File: src/hdl/rth_pkg.sv
// Shared types and constants for the RGB to HSL converter.
package rth_pkg;

    localparam int CH_W     = 8;
    localparam int HUE_W    = 9;
    localparam int DEN_W    = 10;
    localparam int SUM_W    = 9;
    localparam int FULL_SUM = 510;
    localparam int HALF_SUM = 255;

    localparam int LIT_X_W         = 16;
    localparam int LIT_PROD_W      = 33;
    localparam int LIT_RECIP       = 65794;
    localparam int LIT_RECIP_SHIFT = 24;
    localparam int LIT_ROUND       = 127;

    localparam logic [HUE_W-1:0] OFFSET_RED   = 9'd0;
    localparam logic [HUE_W-1:0] OFFSET_WRAP  = 9'd360;
    localparam logic [HUE_W-1:0] OFFSET_GREEN = 9'd120;
    localparam logic [HUE_W-1:0] OFFSET_BLUE  = 9'd240;

    typedef enum logic [1:0] {
        SEC_RED,
        SEC_RED_WRAP,
        SEC_GREEN,
        SEC_BLUE
    } hue_sector_t;

endpackage

File: src/hdl/rgb_to_hsl.sv
// Top level of the RGB to HSL converter with its front end and output register.
// A pixel passes the input, sum, setup, divider and output registers from start to done.
// Throughput is one pixel per cycle; busy stays low, so a pixel may start every cycle.
// The depth is set by the hue and saturation dividers, which retire one quotient bit per stage.
// The asynchronous active-low reset clears all valid bits; data registers are not reset.
module rgb_to_hsl
    import rth_pkg::*;
#(
    parameter int FRACTION_BITS = 16
)
(
    input  logic                   clk,
    input  logic                   rst_n,
    input  logic                   start,
    output logic                   busy,
    input  logic [CH_W-1:0]        red,
    input  logic [CH_W-1:0]        green,
    input  logic [CH_W-1:0]        blue,
    output logic                   done,
    output logic [HUE_W-1:0]       hue,
    output logic [FRACTION_BITS:0] saturation,
    output logic [FRACTION_BITS:0] lightness
);

    localparam int QUO_W     = FRACTION_BITS + 1;
    localparam int NUM_W     = DEN_W + QUO_W;
    localparam int LATENCY   = FRACTION_BITS + 5;
    localparam int LIT_SHIFT = (FRACTION_BITS - 1) % 8;
    localparam int LIT_BASE  = ((1 << (FRACTION_BITS - 1)) - (1 << LIT_SHIFT)) / HALF_SUM;

    logic              v1_reg;
    logic [CH_W-1:0]   red_reg;
    logic [CH_W-1:0]   green_reg;
    logic [CH_W-1:0]   blue_reg;

    logic [CH_W-1:0]   mx;
    logic [CH_W-1:0]   mn;
    hue_sector_t       sector;
    logic signed [8:0] sd;

    logic              v2_reg;
    logic [SUM_W-1:0]  sum_reg;
    logic [CH_W-1:0]   delta_reg;
    hue_sector_t       sector_reg;
    logic signed [8:0] sd_reg;
    logic              gray2_reg;

    logic [CH_W-1:0]    sat_den;
    logic [HUE_W-1:0]   offset;
    logic [16:0]        prod;
    logic signed [16:0] sd60;
    logic signed [17:0] hue_sum;

    logic              v3_reg;
    logic              gray3_reg;
    logic [NUM_W-1:0]  hue_num_reg;
    logic [DEN_W-1:0]  hue_den_reg;
    logic [NUM_W-1:0]  sat_num_reg;
    logic [DEN_W-1:0]  sat_den_reg;
    logic [LIT_X_W-1:0] lit_x_reg;
    logic [QUO_W-1:0]   lit_base_reg;
    logic [LIT_PROD_W-1:0] lit_prod;
    logic [QUO_W-1:0]   lit_pipe_reg [QUO_W];

    logic [QUO_W-1:0]  valid_pipe_reg;
    logic [QUO_W-1:0]  gray_pipe_reg;
    logic [QUO_W-1:0]  hue_q;
    logic [QUO_W-1:0]  sat_q;
    logic [QUO_W-1:0]  lit_q;

    logic                   done_reg;
    logic [HUE_W-1:0]       hue_reg;
    logic [FRACTION_BITS:0] sat_reg;
    logic [FRACTION_BITS:0] lit_reg;

    assign busy = 1'b0;

    always_ff @(posedge clk or negedge rst_n)
    begin
        if (!rst_n)
        begin
            v1_reg         <= 1'b0;
            v2_reg         <= 1'b0;
            v3_reg         <= 1'b0;
            valid_pipe_reg <= '0;
            done_reg       <= 1'b0;
        end
        else
        begin
            v1_reg         <= start;
            v2_reg         <= v1_reg;
            v3_reg         <= v2_reg;
            valid_pipe_reg <= {valid_pipe_reg[QUO_W-2:0], v3_reg};
            done_reg       <= valid_pipe_reg[QUO_W-1];
        end
    end

    always_ff @(posedge clk)
    begin
        if (start)
        begin
            red_reg   <= red;
            green_reg <= green;
            blue_reg  <= blue;
        end
    end

    always_comb
    begin
        if (red_reg >= green_reg && red_reg >= blue_reg)
        begin
            mx = red_reg;
            sd = $signed({1'b0, green_reg}) - $signed({1'b0, blue_reg});
            sector = (green_reg >= blue_reg) ? SEC_RED : SEC_RED_WRAP;
        end
        else if (green_reg >= blue_reg)
        begin
            mx = green_reg;
            sd = $signed({1'b0, blue_reg}) - $signed({1'b0, red_reg});
            sector = SEC_GREEN;
        end
        else
        begin
            mx = blue_reg;
            sd = $signed({1'b0, red_reg}) - $signed({1'b0, green_reg});
            sector = SEC_BLUE;
        end
        mn = red_reg;
        if (green_reg < mn)
        begin
            mn = green_reg;
        end
        if (blue_reg < mn)
        begin
            mn = blue_reg;
        end
    end

    always_ff @(posedge clk)
    begin
        sum_reg    <= {1'b0, mx} + {1'b0, mn};
        delta_reg  <= mx - mn;
        sector_reg <= sector;
        sd_reg     <= sd;
        gray2_reg  <= (mx == mn);
    end

    always_comb
    begin
        if (sum_reg <= SUM_W'(HALF_SUM))
        begin
            sat_den = sum_reg[CH_W-1:0];
        end
        else
        begin
            sat_den = CH_W'(SUM_W'(FULL_SUM) - sum_reg);
        end
        case (sector_reg)
            SEC_RED:      offset = OFFSET_RED;
            SEC_RED_WRAP: offset = OFFSET_WRAP;
            SEC_GREEN:    offset = OFFSET_GREEN;
            SEC_BLUE:     offset = OFFSET_BLUE;
            default:      offset = OFFSET_RED;
        endcase
        prod    = 17'(offset) * 17'(delta_reg);
        sd60    = 17'(sd_reg) * 17'sd60;
        hue_sum = $signed({1'b0, prod}) + 18'(sd60);
    end

    always_ff @(posedge clk)
    begin
        gray3_reg    <= gray2_reg;
        hue_num_reg  <= NUM_W'({hue_sum[16:0], 1'b0}) + NUM_W'(delta_reg);
        hue_den_reg  <= DEN_W'({delta_reg, 1'b0});
        sat_num_reg  <= (NUM_W'(delta_reg) << (FRACTION_BITS + 1)) + NUM_W'(sat_den);
        sat_den_reg  <= DEN_W'({sat_den, 1'b0});
        lit_x_reg    <= (LIT_X_W'(sum_reg) << LIT_SHIFT) + LIT_X_W'(LIT_ROUND);
        lit_base_reg <= QUO_W'(sum_reg) * QUO_W'(LIT_BASE);
    end

    rth_div #(.QUO_W(QUO_W)) u_hue_div
    (
        .clk (clk),
        .num (hue_num_reg),
        .den (hue_den_reg),
        .quo (hue_q)
    );

    rth_div #(.QUO_W(QUO_W)) u_sat_div
    (
        .clk (clk),
        .num (sat_num_reg),
        .den (sat_den_reg),
        .quo (sat_q)
    );

    // Lightness is the sum times a whole multiple of 1/255 plus a small remainder
    // divided by 255, which a reciprocal multiply gives exactly.
    assign lit_prod = LIT_PROD_W'(lit_x_reg) * LIT_PROD_W'(LIT_RECIP);

    always_ff @(posedge clk)
    begin
        lit_pipe_reg[0] <= lit_base_reg + QUO_W'(lit_prod[LIT_PROD_W-1:LIT_RECIP_SHIFT]);
        for (int k = 1; k < QUO_W; k++)
        begin
            lit_pipe_reg[k] <= lit_pipe_reg[k-1];
        end
    end

    assign lit_q = lit_pipe_reg[QUO_W-1];

    always_ff @(posedge clk)
    begin
        gray_pipe_reg <= {gray_pipe_reg[QUO_W-2:0], gray3_reg};
        hue_reg       <= gray_pipe_reg[QUO_W-1] ? '0 : hue_q[HUE_W-1:0];
        sat_reg       <= gray_pipe_reg[QUO_W-1] ? '0 : sat_q;
        lit_reg       <= lit_q;
    end

    assign done       = done_reg;
    assign hue        = hue_reg;
    assign saturation = sat_reg;
    assign lightness  = lit_reg;

    a_latency: assert property (@(posedge clk) disable iff (!rst_n)
        (start && !busy) |-> ##LATENCY done)
        else $error("Pixel transfer did not produce a result at the expected latency.");

    a_no_spurious: assert property (@(posedge clk) disable iff (!rst_n)
        done |-> $past(start, LATENCY))
        else $error("Result strobe without a matching start transfer.");

    a_range: assert property (@(posedge clk) disable iff (!rst_n)
        done |-> (hue <= HUE_W'(360) &&
                  saturation <= (FRACTION_BITS+1)'(1 << FRACTION_BITS) &&
                  lightness <= (FRACTION_BITS+1)'(1 << FRACTION_BITS)))
        else $error("Result field out of range.");

endmodule

File: src/hdl/rth_div.sv
// Pipelined restoring divider that retires one quotient bit per stage.
module rth_div
    import rth_pkg::*;
#(
    parameter int QUO_W = 17
)
(
    input  logic                   clk,
    input  logic [DEN_W+QUO_W-1:0] num,
    input  logic [DEN_W-1:0]       den,
    output logic [QUO_W-1:0]       quo
);

    localparam int WORD_W = DEN_W + QUO_W;

    logic [WORD_W-1:0] word_reg [QUO_W];
    logic [DEN_W-1:0]  den_reg  [QUO_W];

    for (genvar k = 0; k < QUO_W; k++) begin : g_step
        logic [WORD_W-1:0] word_in;
        logic [DEN_W-1:0]  den_in;
        logic [DEN_W:0]    trial;
        logic [DEN_W:0]    diff;
        logic [WORD_W-1:0] word_next;

        if (k == 0) begin : g_first
            assign word_in = num;
            assign den_in  = den;
        end
        else begin : g_rest
            assign word_in = word_reg[k-1];
            assign den_in  = den_reg[k-1];
        end

        always_comb
        begin
            trial = {word_in[WORD_W-1:QUO_W], word_in[QUO_W-1]};
            diff  = trial - {1'b0, den_in};
            if (trial >= {1'b0, den_in})
            begin
                word_next = {diff[DEN_W-1:0], word_in[QUO_W-2:0], 1'b1};
            end
            else
            begin
                word_next = {trial[DEN_W-1:0], word_in[QUO_W-2:0], 1'b0};
            end
        end

        always_ff @(posedge clk)
        begin
            word_reg[k] <= word_next;
            den_reg[k]  <= den_in;
        end
    end

    assign quo = word_reg[QUO_W-1][QUO_W-1:0];

endmodule

File: config.mk
export PLATFORM = sky130hd
export DESIGN_NAME = rgb_to_hsl
export DESIGN_NICKNAME = d
export VERILOG_FILES = /design/src/hdl/rth_pkg.sv /design/src/hdl/rgb_to_hsl.sv /design/src/hdl/rth_div.sv
export SDC_FILE = /design/constraint.sdc
export NUM_CORES = 2
export LEC_CHECK = 0
export ABC_AREA = 1
export BUFFER_PORTS_ARGS = -buffer_cell sky130_fd_sc_hd__clkbuf_2
export CAP_MARGIN = 20
export CORE_MARGIN = 5
export CORE_UTILIZATION = 55
export DETAILED_ROUTE_END_ITERATION = 6
export HOLD_SLACK_MARGIN = 0.06
export PLACE_DENSITY = 0.71
export SYNTH_ARGS = -nofsm -noshare
export SYNTH_HDL_FRONTEND = slang
export SYNTH_SLANG_ARGS = --single-unit
File: constraint.sdc
create_clock -name clk -period 7.25 [get_ports clk]
set_input_delay 1.45 -clock clk [delete_from_list [all_inputs] [get_ports clk]]
set_output_delay 1.45 -clock clk [all_outputs]
set_load 0.005 [all_outputs]
After elaboration in Yosys (flattened, before gate mapping)

Memories as Yosys holds them, arrays and structs flattened. A register that Yosys moved wholly into a read port is not among the register bits.
Cells that the tools add are included.

Logic and storage cells: 165
Memories: 5
Memory bits (writable): 1547
Bits of input ports: 27
Register bits after elaboration: 178
Output and inout port bits: 45

Memories:

| memory             | words | width | rd ports | clocked after Yosys merged registers in | write ports | RTL line         | text |
|---|---|---|---|---|---|---|---|
| u_hue_div.word_reg | 17    | 27    | 17       | 1                                       | 17          | rth_div.sv:16    | `logic [WORD_W-1:0] word_reg [QUO_W];` |
| u_sat_div.word_reg | 17    | 27    | 17       | 1                                       | 17          | rth_div.sv:16    |  |
| lit_pipe_reg       | 17    | 17    | 17       | 1                                       | 17          | rgb_to_hsl.sv:63 | `logic [QUO_W-1:0] lit_pipe_reg [QUO_W];` |
| u_hue_div.den_reg  | 17    | 10    | 16       | 0                                       | 17          | rth_div.sv:17    | `logic [DEN_W-1:0] den_reg [QUO_W];` |
| u_sat_div.den_reg  | 17    | 10    | 16       | 0                                       | 17          | rth_div.sv:17    |  |

Reductions and logical operators: 2
$add $sub $neg: 45
Multiply operators: 3
$lt $le $gt $ge: 40
Equality and inequality tests: 4
Mux-type cells: 45

Operator list:

| cell                                                           | count |
|---|---|
| two-way mux 27 bit                                             | 34 |
| >= comparator 11 x 10 -> 1 bit                                 | 32 |
| subtractor 10 bit                                              | 32 |
| two-way mux 8 bit                                              | 5 |
| case mux 9 bit (4 select lines)                                | 1 |
| multiplier 16 x 16 -> 32 bit, second input constant            | 1 |
| subtractor 8 x 8 -> 9 bit                                      | 3 |
| adder 25 x 8 -> 26 bit                                         | 1 |
| >= comparator 8 bit                                            | 3 |
| adder 18 x 8 -> 19 bit                                         | 1 |
| two-way mux 9 bit                                              | 2 |
| adder 16 x 9 -> 17 bit                                         | 1 |
| adder 17 x 16 -> 17 bit                                        | 1 |
| multiplier 9 x 8 -> 17 bit                                     | 1 |
| adder 16 x 7 -> 16 bit, second input constant                  | 1 |
| < comparator 8 bit                                             | 2 |
| multiplier 9 x 5 -> 14 bit, second input constant              | 1 |
| >= comparator 10 x 9 -> 1 bit                                  | 1 |
| subtractor 10 x 9 -> 10 bit                                    | 1 |
| subtractor 3 x 9 -> 10 bit                                     | 1 |
| adder 8 x 8 -> 9 bit                                           | 1 |
| >= comparator 3 x 9 -> 1 bit                                   | 1 |
| less-or-equal comparator 9 x 8 -> 1 bit, second input constant | 1 |
| equality test 8 bit                                            | 1 |
| other kinds (8)                                                | 10 |

Logic depth before layout (Yosys ltp)

Word-level depth: 5
Mapped depth: 33
Gate-level depth less buffers: 33

Hierarchy

From an unflattened synthesis, not the netlist that was laid out.

Cells, all modules: 7367
Area, all modules: 64525.6 µm²

Modules (own cells, without submodules):

| module              | sequential area each (µm²) | cells each | times used | area an instance (µm²) |
|---|---|---|---|---|
| rth_div (u_hue_div) | 12191.7                    | 2875       | 1          | 23814.1 |
| rth_div (u_sat_div) | 12191.7                    | 2876       | 1          | 23547.6 |
| rgb_to_hsl          | 9594.2                     | 1616       | 1          | 17164.0 |

Worst setup path after synthesis

OpenSTA, ideal clock, no wires.

Kind: reg2reg
Start: register sd_reg[2]
End: register hue_num_reg[15]
Required time: 7.130 ns
Slack: 1.358 ns
Stages on the path, launching flop included: 28
Arrival: 5.771 ns
Buffers on the path: 0
Path through: dfxtp_1 > ha_1 > fa_1 > inv_1 > fa_1 > inv_1 > ha_1 > inv_1 > o31ai_1 > xor2_1 > fa_1 > fa_1 > inv_1 > ha_1 > inv_1 > fa_1 > inv_1 > ha_1 > a21oi_1 > nand2_1 > or2_2 > nand2_1 > inv_1 > nand2_1 > nor2_1 > nand2_1 > nor3_1 > xnor2_1

Longest elaborated chain between the ends: 3

RTL lines:

| item                       | RTL line          | text |
|---|---|---|
| start, declared            | rgb_to_hsl.sv:45  | `logic signed [8:0] sd_reg;` |
| start signal, assigned     | rgb_to_hsl.sv:144 | `sd_reg <= sd;` |
| multiplier 9 x 5 -> 14 bit | rgb_to_hsl.sv:166 | `sd60 = 17'(sd_reg) * 17'sd60;` |
| adder 17 x 16 -> 17 bit    | rgb_to_hsl.sv:167 | `hue_sum = $signed({1'b0, prod}) + 18'(sd60);` |
| adder 18 x 8 -> 19 bit     | rgb_to_hsl.sv:173 | `hue_num_reg <= NUM_W'({hue_sum[16:0], 1'b0}) + NUM_W'(delta_reg);` |
| end signal, assigned       | rgb_to_hsl.sv:173 |  |
| end, declared              | rgb_to_hsl.sv:56  | `logic [NUM_W-1:0] hue_num_reg;` |

Every way passes these cells.
A chain may end at the register's enable or synchronous reset.

Worst setup path in the final report

Start: register sd_reg[1]
End: register hue_num_reg[15]

Same word-level chain as after synthesis.

==> metrics.md <==
| Metric | Value |
|---|---|
| Period utilisation layout | 86.78% |
| RSZ-0062 raised after global routing | false |
| Cell area after synthesis | 47,600 µm² |
| CTS tree | yes |
| Multi-input logic area | 18,310 µm² |
| Die Y | 304.2 µm |
| Clock tree buffer depth | 3 |
| CP startpoint kind | register |
| Post-DR vias/cell | 4.763 |
| Share of layout cells above drive strength 1 | 6.800% |
| Synth Area per Inst | 9.979 µm² |
| Most numerous cell in the Yosys netlist | dfxtp_1 |
| TritonCTS Buffers | 120 |
| Antenna Cells | 0 |
| Clock Sink Count | 1,293 |
| Slowest library cell on the worst path | fa_1 |
| Cells after Synth | 4,770 |
| Fin crit period | 6292 ps |
| Vias | 29,340 |
| Area contributors post-synth | dfxtp_1 52%, ha_1 11%, inv_1 5.8% |
| Total core area | 85,550 µm² |
| Drt first-iter violations | 1,311 |
| Top_reg_cell synth | dfxtp_1 |
| Flops & latches, synth | 1,293 |
| Final Wtd Congestion | 0.8752 |
| Setup bufs post-CTS | 0 |
| Starting Density | 55.64% |
| CP Class | reg -> reg |
| CP endpoint kind | register |
| Syn-to-layout area delta | 11.87% |
| Largest net degree at the start of global routing | 36 |
| Reg clk slew, reported paths | 60 ps |
| Fin cells | 6,159 |
| Number of flip-flops in the largest register | 395 |
| Critical Path Fanout Max | 6 |
| Drt total wl | 77,600 µm |
| Synth top area share | 52.49% |
| Site row count | 107 |
| Synth top cells by count | 1,248 x dfxtp_1, 741 x inv_1, 701 x nand2_1 |
| # H-tree levels | 3 |
| Die Span X | 304.2 µm |
| Max stage delay on crit path | 520 ps |
| Fin. max-slew vios | 0 |
| Most common cell on crit path | inv_1 |
| Peak Freq | 158.9 MHz |
| Crit path DAT | 6870 ps |
| Full die area | 92,530 µm² |
| Max Cap Viol | 0 |
| Port Buffer Count | 70 |
| Nets | 5,458 |
| Flop-to-flop setup slack | 960 ps |
| Detail Route Antenna Nets | 0 |
| Fin. Hold Viols | 0 |
| Setup TNS | 0 ps |
| Post-synthesis sequential area ratio | 55.11% |
| Met2 usage | 30.28% |
| Tot GR Track Use | 16.83% |
| Clk_lat worst skew | 700 ps |
| Initial antenna violation count | 0 |
| Hpwl dp | 58,410 µm |
| Grt peak-use layer | met2 |
| Setup Skew | 36.33 ps |
| Slew Limit Headroom | 45.52% |
| First-pass detailed-route iteration total | 5 |
| Gates resized, CTS repair | 0 |
| Vias in the first global route | 29,280 |
| GRT met1 Usage | 20.13% |
| Number of flops mapped to enable cells by yosys | 24 |
| Io pins | 72 |
| Fill cells | 6,916 |
| Placed cells | 5,939 |
| Worst slew pin tran | 814.1 ps |
| Status | complete, no violations |
| WL per Instance | 12.60 µm |
| Worst path required time | 7830 ps |
| Global-route track usage on met3 | 3.006% |
| Global-route wire length before repair | 133,600 µm |
| # DRC | 0 |
| Clk root buf | clkbuf_16 |
| Synth warn | 0 |
| Gr ovfl total | 0 |
| Asr flop ratio synth | 1.624% |
| CTS Hold Buffers Added | 0 |
| Area leader, netlist | dfxtp_1 |
| Seq. cell area | 26,230 µm² |
| HP Class | reg -> reg |
| Yosys cell types | 52 |
| Final setup vio count | 0 |
==> cell type report <==
cell class / instances / area share, %
Multi-Input combinational cell: 2687 / 34.38
Clock inverter: 65 / 1.483
Inverter: 743 / 5.237
Clock buffer: 155 / 6.269
Tap cell: 1144 / 2.688
Timing Repair Buffer: 72 / 0.6861
Sequential cell: 1293 / 49.26
==> critical path, delay by kind of cell, from the launching register on <==
| kind | cells | cell delay (ps) |
|---|---|---|
| buffers and inverters | 6 | 350 |
| adder cells (fa/ha/maj) | 9 | 3520 |
| XOR/XNOR | 3 | 610 |
| AND/OR/NAND/NOR | 7 | 840 |
| flip-flops | 1 | 330 |
| AO/OA/AOI/OAI | 2 | 530 |
==> cell usage in the layout, fill, tap and decap left out, types with 18 or more instances in the layout <==
cell / n
dfxtp_1: 1248
inv_1: 741
nand2_1: 701
ha_1: 425
o21ai_0: 358
a21oi_1: 266
nor2_1: 208
xor2_1: 159
clkbuf_16: 123
nand3_1: 114
xnor2_1: 98
fa_1: 89
clkbuf_2: 70
o21ai_1: 42
nor3_1: 40
o21bai_1: 34
clkinv_2: 26
edfxtp_1: 24
nand4_1: 21
dfrtp_1: 21
or2_2: 18
clkbuf_1: 18
==> final timing paths <==
| kind | endpoint | cells past startpoint | from |
|---|---|---|---|
| setup / recovery | hue_num_reg[15] | 27 | sd_reg[1] |
| hold / removal | lit_pipe_reg[16][4] | 0 | lit_pipe_reg[15][4] |
| setup reg to reg | hue_num_reg[15] | 27 | sd_reg[1] |
| hold reg to reg | lit_pipe_reg[16][4] | 0 | lit_pipe_reg[15][4] |
| max in group asynchronous | done | 1 | rst_n |
| min in group asynchronous | v1_reg | 1 | rst_n |
==> stage by stage <==
| stage | utilization, % | setup WS (ps) | cell area [µm²] | hold slack (ps) |
|---|---|---|---|---|
| 6_report | 62.25 | 958.2 | 53250 | 307.2 |
| 5_1_grt | 62.25 | 475.9 | 53250 | 317.1 |
| 4_1_cts | 62.25 | 960.7 | 53250 | 312.1 |
| 3_5_place_dp | 57.42 | 985.0 | 49120 | 312.1 |
| 3_3_place_gp | 57.42 | 1034 | 49120 | 309.7 |
| 2_1_floorplan | - | 1358 | 47600 | 309.6 |
==> kinds of logic after synthesis <==
| family | after synthesis | share of synthesized area (%) |
|---|---|---|
| fa+ha+maj | 514 | 14.92 |
| flops | 1293 | 55.11 |
| compound gates | 768 | 8.675 |
| other cells | 1 | 0.007878 |
| buf+inv | 791 | 6.440 |
| simple gates | 1146 | 10.13 |
| xor+xnor | 257 | 4.729 |
==> layer usage <==
layer,share of wire (%),up-vias
li1,-,15510
met1,44,13240
met2,49,416
met3,3.3,178
met4,3.4,0
met5,0,-
Power is left out: the tool's default activity adds up to more than one toggle a clock period on the data nets, which glitch-free logic cannot reach.
